File: src/rtl/core/mbrf_pkg.sv
`timescale 1ns / 1ps
package mbrf_pkg;

  localparam int MAX_WORDS  = 123;
  localparam int CMDQ_DEPTH = 4;
  localparam int CMDQ_AW    = $clog2(CMDQ_DEPTH);
  localparam int OUTQ_DEPTH = 2;
  localparam int OUTQ_AW    = $clog2(OUTQ_DEPTH);

  localparam logic [15:0] CRC_INIT  = 16'hFFFF;
  localparam logic [15:0] CRC_POLY  = 16'hA001;
  localparam logic [15:0] ADDR_DFLT = 16'hFFFF;
  localparam logic [7:0]  DFLT_SLAVE_RST = 8'd1;

  typedef enum logic [1:0] {
    CMD_SINGLE = 2'd0,
    CMD_MULTI  = 2'd1,
    CMD_CONT   = 2'd2
  } cmd_kind_t;

  typedef struct packed {
    cmd_kind_t   kind;
    logic        ends_frame;
    logic [7:0]  dest_addr;
    logic [7:0]  func;
    logic [15:0] reg_addr;
    logic [6:0]  count;
    logic [15:0] value;
  } cmd_t;

  typedef struct packed {
    logic       frame_open;
    logic [6:0] words_left;
  } front_stat_t;

  function automatic logic [15:0] crc_update(input logic [15:0] crc, input logic [7:0] b);
    logic [15:0] c;
    c = crc ^ {8'h00, b};
    for (int k = 0; k < 8; k++) begin
      c = c[0] ? ((c >> 1) ^ CRC_POLY) : (c >> 1);
    end
    return c;
  endfunction

endpackage

File: src/rtl/core/mbrf_front.sv
`timescale 1ns / 1ps
module mbrf_front (
  input  logic                 clk,
  input  logic                 rst_n,
  input  logic                 in_push,
  output logic                 in_full,
  input  logic [15:0]          in_slave_address,
  input  logic [7:0]           in_function_code,
  input  logic [15:0]          in_register_address,
  input  logic [6:0]           in_word_count,
  input  logic [15:0]          in_register_value,
  input  logic                 cfg_valid,
  output logic                 cfg_ready,
  input  logic [7:0]           cfg_default_slave_address,
  input  logic                 q_full,
  output logic                 q_push,
  output mbrf_pkg::cmd_t       q_din,
  output mbrf_pkg::front_stat_t stat
);
  import mbrf_pkg::*;

  logic [7:0] dflt_r;
  logic       open_r, open_nxt;
  logic [6:0] left_r, left_nxt;
  logic [6:0] cnt_sat;
  logic [6:0] left_dec;
  cmd_t       cmd;

  assign cfg_ready = 1'b1;
  assign in_full   = q_full;
  assign q_push    = in_push && !q_full;
  assign q_din     = cmd;
  assign stat      = '{frame_open: open_r, words_left: left_r};

  always_comb begin
    cnt_sat  = (in_word_count > 7'(MAX_WORDS)) ? 7'(MAX_WORDS) : in_word_count;
    left_dec = left_r - 7'd1;
    cmd.dest_addr = (in_slave_address == ADDR_DFLT || in_slave_address[15:8] != 8'h00)
                    ? dflt_r : in_slave_address[7:0];
    cmd.func     = in_function_code;
    cmd.reg_addr = in_register_address;
    cmd.count    = cnt_sat;
    cmd.value    = in_register_value;
    open_nxt     = open_r;
    left_nxt     = left_r;
    if (open_r) begin
      cmd.kind       = CMD_CONT;
      cmd.ends_frame = (left_dec == 7'd0);
      left_nxt       = left_dec;
      open_nxt       = (left_dec != 7'd0);
    end else if (cnt_sat == 7'd0) begin
      cmd.kind       = CMD_SINGLE;
      cmd.ends_frame = 1'b1;
    end else begin
      cmd.kind       = CMD_MULTI;
      cmd.ends_frame = (cnt_sat == 7'd1);
      left_nxt       = cnt_sat - 7'd1;
      open_nxt       = (cnt_sat != 7'd1);
    end
  end

  always_ff @(posedge clk) begin
    if (!rst_n) begin
      dflt_r <= DFLT_SLAVE_RST;
      open_r <= 1'b0;
      left_r <= 7'd0;
    end else begin
      if (cfg_valid && cfg_ready) begin
        dflt_r <= cfg_default_slave_address;
      end
      if (q_push) begin
        open_r <= open_nxt;
        left_r <= left_nxt;
      end
    end
  end

endmodule

File: src/rtl/core/mbrf_cmd_q.sv
`timescale 1ns / 1ps
module mbrf_cmd_q (
  input  logic           clk,
  input  logic           rst_n,
  input  logic           push,
  input  mbrf_pkg::cmd_t din,
  output logic           full,
  input  logic           pop,
  output mbrf_pkg::cmd_t dout,
  output logic           empty
);
  import mbrf_pkg::*;

  cmd_t               mem [CMDQ_DEPTH];
  logic [CMDQ_AW-1:0] wr_ptr_r;
  logic [CMDQ_AW-1:0] rd_ptr_r;
  logic [CMDQ_AW:0]   cnt_r;

  assign full  = (cnt_r == (CMDQ_AW+1)'(CMDQ_DEPTH));
  assign empty = (cnt_r == '0);
  assign dout  = mem[rd_ptr_r];

  always_ff @(posedge clk) begin
    if (push) begin
      mem[wr_ptr_r] <= din;
    end
  end

  always_ff @(posedge clk) begin
    if (!rst_n) begin
      wr_ptr_r <= '0;
      rd_ptr_r <= '0;
      cnt_r    <= '0;
    end else begin
      if (push) begin
        wr_ptr_r <= wr_ptr_r + 1'b1;
      end
      if (pop) begin
        rd_ptr_r <= rd_ptr_r + 1'b1;
      end
      if (push && !pop) begin
        cnt_r <= cnt_r + 1'b1;
      end else if (pop && !push) begin
        cnt_r <= cnt_r - 1'b1;
      end
    end
  end

endmodule

File: src/rtl/core/mbrf_back.sv
`timescale 1ns / 1ps
module mbrf_back (
  input  logic           clk,
  input  logic           rst_n,
  input  logic           q_empty,
  input  mbrf_pkg::cmd_t q_dout,
  output logic           q_pop,
  output logic           out_empty,
  input  logic           out_pop,
  output logic [7:0]     out_frame_byte,
  output logic           out_last_byte
);
  import mbrf_pkg::*;

  typedef enum logic [10:0] {
    ST_ADDR   = 11'b000_0000_0001,
    ST_FUNC   = 11'b000_0000_0010,
    ST_RA_HI  = 11'b000_0000_0100,
    ST_RA_LO  = 11'b000_0000_1000,
    ST_CNT_HI = 11'b000_0001_0000,
    ST_CNT_LO = 11'b000_0010_0000,
    ST_BCNT   = 11'b000_0100_0000,
    ST_V_HI   = 11'b000_1000_0000,
    ST_V_LO   = 11'b001_0000_0000,
    ST_CRC_LO = 11'b010_0000_0000,
    ST_CRC_HI = 11'b100_0000_0000
  } step_t;

  cmd_t        cmd_r;
  step_t       step_r, step_nxt;
  logic        active_r;
  logic [15:0] crc_r;
  logic        done;
  logic        emit;
  logic        room;
  logic [7:0]  byte_val;
  logic        byte_last;
  logic        crc_step;

  logic [7:0]         oq_byte [OUTQ_DEPTH];
  logic               oq_last [OUTQ_DEPTH];
  logic [OUTQ_AW-1:0] owr_r;
  logic [OUTQ_AW-1:0] ord_r;
  logic [OUTQ_AW:0]   ocnt_r;
  logic               opop;

  assign out_empty      = (ocnt_r == '0);
  assign opop           = out_pop && !out_empty;
  assign room           = (ocnt_r != (OUTQ_AW+1)'(OUTQ_DEPTH)) || opop;
  assign out_frame_byte = oq_byte[ord_r];
  assign out_last_byte  = oq_last[ord_r];

  assign emit      = active_r && room;
  assign q_pop     = !q_empty && (!active_r || (emit && done));
  assign byte_last = (step_r == ST_CRC_HI);
  assign crc_step  = (step_r == ST_CRC_LO) || (step_r == ST_CRC_HI);

  always_comb begin
    step_nxt = step_r;
    done     = 1'b0;
    byte_val = 8'h00;
    unique case (step_r)
      ST_ADDR: begin
        byte_val = cmd_r.dest_addr;
        step_nxt = ST_FUNC;
      end
      ST_FUNC: begin
        byte_val = cmd_r.func;
        step_nxt = ST_RA_HI;
      end
      ST_RA_HI: begin
        byte_val = cmd_r.reg_addr[15:8];
        step_nxt = ST_RA_LO;
      end
      ST_RA_LO: begin
        byte_val = cmd_r.reg_addr[7:0];
        step_nxt = (cmd_r.kind == CMD_SINGLE) ? ST_V_HI : ST_CNT_HI;
      end
      ST_CNT_HI: begin
        byte_val = 8'h00;
        step_nxt = ST_CNT_LO;
      end
      ST_CNT_LO: begin
        byte_val = {1'b0, cmd_r.count};
        step_nxt = ST_BCNT;
      end
      ST_BCNT: begin
        byte_val = {cmd_r.count, 1'b0};
        step_nxt = ST_V_HI;
      end
      ST_V_HI: begin
        byte_val = cmd_r.value[15:8];
        step_nxt = ST_V_LO;
      end
      ST_V_LO: begin
        byte_val = cmd_r.value[7:0];
        step_nxt = ST_CRC_LO;
        done     = !cmd_r.ends_frame;
      end
      ST_CRC_LO: begin
        byte_val = crc_r[7:0];
        step_nxt = ST_CRC_HI;
      end
      ST_CRC_HI: begin
        byte_val = crc_r[15:8];
        done     = 1'b1;
      end
      default: begin
        byte_val = 8'h00;
        done     = 1'b1;
      end
    endcase
  end

  always_ff @(posedge clk) begin
    if (!rst_n) begin
      active_r <= 1'b0;
      step_r   <= ST_ADDR;
      crc_r    <= CRC_INIT;
    end else begin
      if (emit && !crc_step) begin
        crc_r <= crc_update((step_r == ST_ADDR) ? CRC_INIT : crc_r, byte_val);
      end
      if (q_pop) begin
        active_r <= 1'b1;
        step_r   <= (q_dout.kind == CMD_CONT) ? ST_V_HI : ST_ADDR;
      end else if (emit) begin
        if (done) begin
          active_r <= 1'b0;
        end else begin
          step_r <= step_nxt;
        end
      end
    end
  end

  always_ff @(posedge clk) begin
    if (q_pop) begin
      cmd_r <= q_dout;
    end
  end

  always_ff @(posedge clk) begin
    if (emit) begin
      oq_byte[owr_r] <= byte_val;
      oq_last[owr_r] <= byte_last;
    end
  end

  always_ff @(posedge clk) begin
    if (!rst_n) begin
      owr_r  <= '0;
      ord_r  <= '0;
      ocnt_r <= '0;
    end else begin
      if (emit) begin
        owr_r <= owr_r + 1'b1;
      end
      if (opop) begin
        ord_r <= ord_r + 1'b1;
      end
      if (emit && !opop) begin
        ocnt_r <= ocnt_r + 1'b1;
      end else if (opop && !emit) begin
        ocnt_r <= ocnt_r - 1'b1;
      end
    end
  end

endmodule

File: src/rtl/core/modbus_rtu_request_framer_top.sv
// Channel   Direction  Handshake             Payload
// in_*      input      in_push / in_full     slave_address, function_code, register_address,
//                                            word_count, register_value
// out_*     output     out_pop / out_empty   frame_byte, last_byte
// cfg_*     input      cfg_valid / cfg_ready default_slave_address
//
// The back sequencer emits one byte per cycle while the output queue has room: a continuation
// item gives 2 bytes, a first item 6 bytes (single value) or 9 bytes (word list), plus 2
// CRC bytes on the item that closes a frame.
// A 4-entry command queue lets the front take items while the back is still serializing.
// Reset is synchronous, active low; the default slave address resets to 1.
// With out_pop low the 2-entry output queue fills and the back holds; in_full rises once
// the command queue is full.
`timescale 1ns / 1ps
module modbus_rtu_request_framer_top (
  input  logic        clk,
  input  logic        rst_n,
  input  logic        in_push,
  output logic        in_full,
  input  logic [15:0] in_slave_address,
  input  logic [7:0]  in_function_code,
  input  logic [15:0] in_register_address,
  input  logic [6:0]  in_word_count,
  input  logic [15:0] in_register_value,
  output logic        out_empty,
  input  logic        out_pop,
  output logic [7:0]  out_frame_byte,
  output logic        out_last_byte,
  input  logic        cfg_valid,
  output logic        cfg_ready,
  input  logic [7:0]  cfg_default_slave_address
);
  import mbrf_pkg::*;

  cmd_t        q_din;
  cmd_t        q_dout;
  logic        q_push;
  logic        q_pop;
  logic        q_full;
  logic        q_empty;
  front_stat_t stat;

  mbrf_front u_front (
    .clk                       (clk),
    .rst_n                     (rst_n),
    .in_push                   (in_push),
    .in_full                   (in_full),
    .in_slave_address          (in_slave_address),
    .in_function_code          (in_function_code),
    .in_register_address       (in_register_address),
    .in_word_count             (in_word_count),
    .in_register_value         (in_register_value),
    .cfg_valid                 (cfg_valid),
    .cfg_ready                 (cfg_ready),
    .cfg_default_slave_address (cfg_default_slave_address),
    .q_full                    (q_full),
    .q_push                    (q_push),
    .q_din                     (q_din),
    .stat                      (stat)
  );

  mbrf_cmd_q u_cmd_q (
    .clk   (clk),
    .rst_n (rst_n),
    .push  (q_push),
    .din   (q_din),
    .full  (q_full),
    .pop   (q_pop),
    .dout  (q_dout),
    .empty (q_empty)
  );

  mbrf_back u_back (
    .clk            (clk),
    .rst_n          (rst_n),
    .q_empty        (q_empty),
    .q_dout         (q_dout),
    .q_pop          (q_pop),
    .out_empty      (out_empty),
    .out_pop        (out_pop),
    .out_frame_byte (out_frame_byte),
    .out_last_byte  (out_last_byte)
  );

`ifndef SYNTHESIS
  a_open_has_words: assert property (@(posedge clk) disable iff (!rst_n)
    stat.frame_open |-> stat.words_left != 7'd0)
    else $error("open frame with no words left");

  a_closed_no_words: assert property (@(posedge clk) disable iff (!rst_n)
    !stat.frame_open |-> stat.words_left == 7'd0)
    else $error("closed frame with words left");

  a_queue_flags: assert property (@(posedge clk) disable iff (!rst_n)
    q_full |-> !q_empty)
    else $error("command queue full and empty");

  a_push_not_full: assert property (@(posedge clk) disable iff (!rst_n)
    q_push |-> !q_full && in_push)
    else $error("command push while full");
`endif

endmodule

File: config.mk
export PLATFORM = sky130hd
export DESIGN_NAME = modbus_rtu_request_framer_top
export DESIGN_NICKNAME = d
export VERILOG_FILES = /design/src/rtl/core/mbrf_pkg.sv /design/src/rtl/core/mbrf_front.sv /design/src/rtl/core/mbrf_cmd_q.sv /design/src/rtl/core/mbrf_back.sv /design/src/rtl/core/modbus_rtu_request_framer_top.sv
export SDC_FILE = /design/constraint.sdc
export NUM_CORES = 1
export LEC_CHECK = 0
export BUFFER_PORTS_ARGS = -buffer_cell sky130_fd_sc_hd__buf_2
export CAP_MARGIN = 10
export CORE_MARGIN = 5
export CORE_UTILIZATION = 55
export DETAILED_ROUTE_END_ITERATION = 10
export PLACE_DENSITY = 0.79
export SLEW_MARGIN = 40
export SYNTH_ARGS = -nofsm -noshare
export SYNTH_HDL_FRONTEND = slang
export SYNTH_SLANG_ARGS = --single-unit
File: constraint.sdc
create_clock -name clk -period 4.4 [get_ports clk]
set_input_delay 0.22 -clock clk [delete_from_list [all_inputs] [get_ports clk]]
set_output_delay 0.22 -clock clk [all_outputs]
set_load 0.01 [all_outputs]
After elaboration in Yosys (flattened, before gate mapping) --
Memory sizes are Yosys's and may differ from the RTL's. A register that Yosys moved wholly into a read port is not among the register bits. Cells that the tools add are included.
Storage, ports and cells: output and inout bits 12, bits in latches 0, register bits after elaboration 113, memories 3, bits in writable memories 250, ROM bits 0, input port bits 76
Memory list:
- u_cmd_q.mem | words 4, width 58, read ports 1, clocked after memory_dff 1, write ports 1, line mbrf_cmd_q.sv:14 | cmd_t mem [CMDQ_DEPTH];
- u_back.oq_byte | words 2, width 8, read ports 1, clocked after memory_dff 1, write ports 1, line mbrf_back.sv:40 | logic [7:0] oq_byte [OUTQ_DEPTH];
- u_back.oq_last | words 2, width 1, read ports 1, clocked after memory_dff 1, write ports 1, line mbrf_back.sv:41 | logic oq_last [OUTQ_DEPTH];
Cells by class: $lt $le $gt $ge 1, shift-type cells 0, add/sub/neg operators 10, reductions and logical operators 40, divide/modulo/power cells 0, multiply operators 0, equal/unequal tests 19, mux-type cells 42, bitwise operators 9
Operators by type and width (number):
- $mux W16 | 9
- $pmux W11 S10 | 1
- $pmux W8 S10 | 1
- $mux W11 | 3
- $mux W8 | 3
- $not A2 Y3 | 8
- $mux W7 | 3
- $eq A16 B16 Y1 const B | 1
- $xor A16 B8 Y16 | 1
- $logic_not A7 Y1 | 2
- $sub A7 B1 Y7 const B | 2
- $mux W1 | 13
- $eq A11 B1 Y1 const B | 1
- $eq A11 B10 Y1 const B | 1
- $eq A11 B11 Y1 const B | 1
- $eq A11 B2 Y1 const B | 1
- $eq A11 B3 Y1 const B | 1
- $eq A11 B4 Y1 const B | 1
- $eq A11 B5 Y1 const B | 1
- $eq A11 B6 Y1 const B | 1
- $eq A11 B7 Y1 const B | 1
- $eq A11 B8 Y1 const B | 1
- $eq A11 B9 Y1 const B | 1
- $reduce_bool A11 Y1 | 1
- other kinds (26) | 62

Logic depth before layout (Yosys ltp) --
depth in word-level cells 19, mapped depth 17, depth with buffers taken out 13

Modules after synthesis --
A second synthesis with hierarchy kept.
Second synthesis, totals: cell total of the unflattened synthesis 986, area, all modules 15657.5 µm²
By module, submodules not included:
- mbrf_cmd_q | instances 1, area each 8838.5 µm², seq. area each 7146.9 µm², cells each 346
- mbrf_back | instances 1, area each 5330.1 µm², seq. area each 2942.8 µm², cells each 467
- mbrf_front | instances 1, area each 1488.9 µm², seq. area each 320.3 µm², cells each 173

Worst setup path after synthesis --
Ideal clock, no wire load.
path kind register to register, from reg u_back.step_r[3], to reg u_cmd_q.cnt_r[2], cell stages (with the launch flop) 15, clock period less this slack 4570 ps, arrival 4494 ps, path slack -170 ps, library setup time 76 ps, cell sequence dfxtp_1 -> buf_4 -> nor4b_1 -> and3_1 -> a32oi_1 -> o21ai_0 -> o31a_1 -> clkbuf_1 -> inv_1 -> ha_1 -> inv_1 -> fa_1 -> xor2_1 -> or3_1 -> a21boi_0
On the way: word-level cells in the longest chain between the ends 9, elaborated cells between the ends (all ways) 20, classes of those cells eq/ne (10); mux (2); reduce/logical (8)
Ends and longest elaborated chain:
- from (decl) | line mbrf_back.sv:30 | step_t step_r, step_nxt;
- from (signal assigned) | line mbrf_back.sv:126 | step_r <= (q_dout.kind == CMD_CONT) ? ST_V_HI : ST_ADDR;
- from (signal assigned) | line mbrf_back.sv:131 | step_r <= step_nxt;
- $eq A11 B5 Y1 (tied with other cells) | line mbrf_back.sv:62 | unique case (step_r)
- $reduce_or A9 Y1 (no source line)
- $pmux W1 S2 * | line mbrf_back.sv:62
- $logic_and A1 B1 Y1 * | line mbrf_back.sv:54 | assign q_pop = !q_empty && (!active_r || (emit && done));
- $logic_or A1 B1 Y1 * | line mbrf_back.sv:54
- $logic_and A1 B1 Y1 * | line mbrf_back.sv:54
- net q_pop | line modbus_rtu_request_framer_top.sv:38 | logic q_pop;
- $logic_not A1 Y1 | line mbrf_cmd_q.sv:41 | if (push && !pop) begin
- $logic_and A1 B1 Y1 | line mbrf_cmd_q.sv:41
- $mux W3 / $reduce_bool A2 Y1 (equally long branches)
- to (signal assigned) | line mbrf_cmd_q.sv:42 | cnt_r <= cnt_r + 1'b1;
- to (signal assigned) | line mbrf_cmd_q.sv:44 | cnt_r <= cnt_r - 1'b1;
- to (decl) | line mbrf_cmd_q.sv:17 | logic [CMDQ_AW:0] cnt_r;
Mark *: on every way through the listed nets, which the timed path passes. The rest lies on a longest branch. A chain may end at the register's enable or synchronous reset.

Worst setup path after layout --
from reg u_back.step_r[2], to reg u_cmd_q.cnt_r[2]
On the way: word-level cells in the longest chain between the ends 9, elaborated cells between the ends (all ways) 20, classes of those cells eq/ne (10); mux (2); reduce/logical (8)
Ends and longest elaborated chain (line):
- $eq A11 B5 Y1 (tied with other cells) | mbrf_back.sv:62
- $reduce_or A9 Y1 (no source line)
- $pmux W1 S2 * | mbrf_back.sv:62
- $logic_and A1 B1 Y1 * | mbrf_back.sv:54
- $logic_or A1 B1 Y1 * | mbrf_back.sv:54
- $logic_and A1 B1 Y1 * | mbrf_back.sv:54
- $logic_not A1 Y1 | mbrf_cmd_q.sv:41
- $logic_and A1 B1 Y1 | mbrf_cmd_q.sv:41
- $mux W3 / $reduce_bool A2 Y1 (equally long branches)
Mark *: on every way between the ends. The rest lies on a longest branch, timed or not.

==> impl_metrics.tcl <==
set metrics [dict create \
    num_vias 8623 \
    whs_endpoint "u_front.dflt_r[7]" \
    worst_setup_path_end_kind "flip-flop" \
    worstReg2RegStart "u_back.step_r[2]" \
    layout-drive-gt1-share 0.227 \
    r2r-end "u_cmd_q.cnt_r[2]" \
    hold_start "cfg_default_slave_address[7]" \
    ys.flop_type "edfxtp_1" \
    dieArea_um2 31000 \
    status "completed" \
    synth_cells 943 \
    clk_latency_ps 530 \
    port_buffers 86 \
    grt_overflow_total 0 \
    period_minus_slack_ps 3680 \
    grt_max_degree 63 \
    slew_headroom 0.466 \
    rows 60 \
    grt_pass1_vias 8610 \
    max_cap_violations 0 \
    tritoncts "done" \
    post_cts_buffers 0 \
    place.gp.congestion 0.957 \
    placed_area_um2 15900 \
    core_um2 27000 \
    synth_warnings 0 \
    yosysSeqAreaShare 0.687 \
    route.detailed.wl_per_inst_um 21.8 \
    clock_skew_ps 23.7 \
    critical_path_class "reg -> reg" \
    cts_sinks 366 \
    slew_viol_final 0 \
    wirelength_um 31600 \
    cts_root_buffer "clkbuf_16" \
    netlist_area_um2 15100 \
    worstPathRequired_ps 4850 \
    final_cell_area_um2 17700 \
    reg2regPathDepth 13 \
    finalSetupViolations 0 \
    async_flop_share 0 \
    ctsResizeCount 0 \
    rsz0062_at_grt "false" \
    antenna_found_initial 0 \
    synth_cell_types 73 \
    hold_viol_final 0 \
    die_y_um 176 \
    leakage_nw 6.15 \
    ios 88 \
    synth_nets 1031 \
    drc_errors 0 \
    synth_area_per_cell_um2 16.1 \
    worstHoldPathCells 3 \
    fillers 1821 \
    ant_nets 0 \
    drt-pass1-iter-count 7 \
    syn2layout_area_growth_pct 16.7 \
    diodes 0 \
    fp.dieW_um 176 \
    clk_transition_reported_paths_ps 60 \
    p_per_area_nw_per_um2 658 \
    grt_pass1_wl_um 49600 \
    fin_util 0.654 \
    cp.arrival_ps 4130 \
    cts_max_path_buffers 3 \
    nets 1166 \
    start_util 0.560 \
    clock.fmax_mhz 271 \
    worst_setup_path_start_kind "flip-flop" \
    synth_edf_count 308 \
    cts_htree_levels 2 \
    cts_buffers 37 \
    tightest_slew_ps 798 \
    rrSetupSlack_ps 720 \
    period_share 0.837 \
    holdBufCountCts 51 \
    tns_ps 0 \
    worst-path-max-fanout 18 \
    vdd_drop_max_mv 0.419 \
    viasPerCell 5.96 \
    dp_hpwl_um 19100 \
    hp-class "in -> reg" \
    grt_usage 0.206 \
    drtIter0Drc 640 \
    hold_ws_ps 5.58 \
    ys_ff_latch 366 \
]
==> cells in the mapped netlist, drive strengths merged (22+ instances only) <==
cell type,count,area (µm²)
edfxtp,308,9250
inv,22,82.6
mux4,58,1310
nor2b,33,206
dfxtp,58,1160
nand2,49,184
nor2,36,138
clkbuf,26,97.6
buf,31,169
o21ai,36,180
xnor2,26,235
==> cell usage in the layout (no fill, tap or decap), types with 22 or more instances in the layout <==
| master | n |
|---|---|
| buf_2 | 85 |
| clkbuf_16 | 38 |
| dfxtp_1 | 56 |
| dlygate4sd3_1 | 51 |
| edfxtp_1 | 308 |
| inv_1 | 22 |
| mux4_2 | 58 |
| nand2_1 | 49 |
| nor2_1 | 35 |
| nor2b_1 | 32 |
| o21ai_0 | 36 |
| xnor2_1 | 25 |
==> worst max path at each step <==
stage | from | endpoint | slack, ps | cells past startpoint
global placement | u_back.step_r[2] | u_cmd_q.cnt_r[2] | 840 | 13
finish | u_back.step_r[2] | u_cmd_q.cnt_r[2] | 720 | 13
CTS | u_back.step_r[1] | u_cmd_q.cnt_r[2] | 750 | 13
floorplan | u_back.step_r[2] | u_cmd_q.cnt_r[2] | 580 | 16
global route | u_back.step_r[1] | u_cmd_q.cnt_r[2] | 360 | 13
detailed placement | u_back.step_r[2] | u_cmd_q.cnt_r[2] | 760 | 13
==> state kept, by name, summed over array words and instances (netlist names), 3 cells and up, named ones only <==
register        count
u_back.cmd_r       58
u_back.crc_r       16
u_back.oq_byte     16
u_back.step_r      11
u_cmd_q.cnt_r       3
u_cmd_q.mem       232
u_front.dflt_r      8
u_front.left_r      7
==> per-layer routing <==
| metal | vias up | GRT usage | part of all wire |
|---|---|---|---|
| li1 | 3923 | - | - |
| met1 | 4375 | 0.298 | 0.43 |
| met2 | 275 | 0.332 | 0.49 |
| met3 | 50 | 0.0360 | 0.055 |
| met4 | 0 | 0.0536 | 0.023 |
| met5 | - | 0 | 0 |
==> worst max-delay path, cell delays in order, from the launching register on <==
cell	delay, ps
dfxtp_1	700
nor2b_1	500
o31ai_1	120
or3_1	380
a32oi_1	310
o21ai_0	150
o31a_2	170
inv_1	60
ha_1	170
inv_1	60
fa_1	380
xor2_1	160
or3_1	300
a21boi_0	160
==> through the flow <==
stage / worst slack (ps) / std cells / total power, mW
4_1_cts: 752 / 1448 / 11.7
6_report: 715 / 1448 / 11.6
2_1_floorplan: 581 / 943 / 7.53
3_5_place_dp: 757 / 1329 / 8.43
3_3_place_gp: 844 / 1329 / 8.34
5_1_grt: 362 / 1448 / 12.2
==> report_power, final <==
| part | internal, mW | total (mW) | switching (mW) |
|---|---|---|---|
| Combinational | 1.51 | 3.24 | 1.73 |
| Sequential | 4.70 | 5.18 | 0.476 |
| Clock | 1.92 | 3.21 | 1.29 |
| Total | 8.13 | 11.6 | 3.50 |
==> cells by family after synthesis <==
logic type                 count (synthesis)  share of synthesized area
DFF                                      366                      0.687
muxes                                     87                      0.107
and+or+nand+nor                          230                     0.0843
xor gates and xnor gates                  45                     0.0289
other                                      1                   0.000248
adders and majority gates                 12                     0.0104
buffers and inverters                     79                     0.0230
AOI/OAI and AO/OA                        123                     0.0590
==> cell type report <==
| cell class | count | area [µm²] | area share |
|---|---|---|---|
| clock buffers | 51 | 1010 | 0.0571 |
| clock inverters | 17 | 236 | 0.0134 |
| inverters | 22 | 82.6 | 0.00467 |
| multi-input cells | 498 | 4410 | 0.249 |
| flip-flops and latches | 366 | 10400 | 0.589 |
| well taps | 341 | 427 | 0.0241 |
| repair buffers | 153 | 1100 | 0.0620 |
Power figures use the tool's default switching activity.
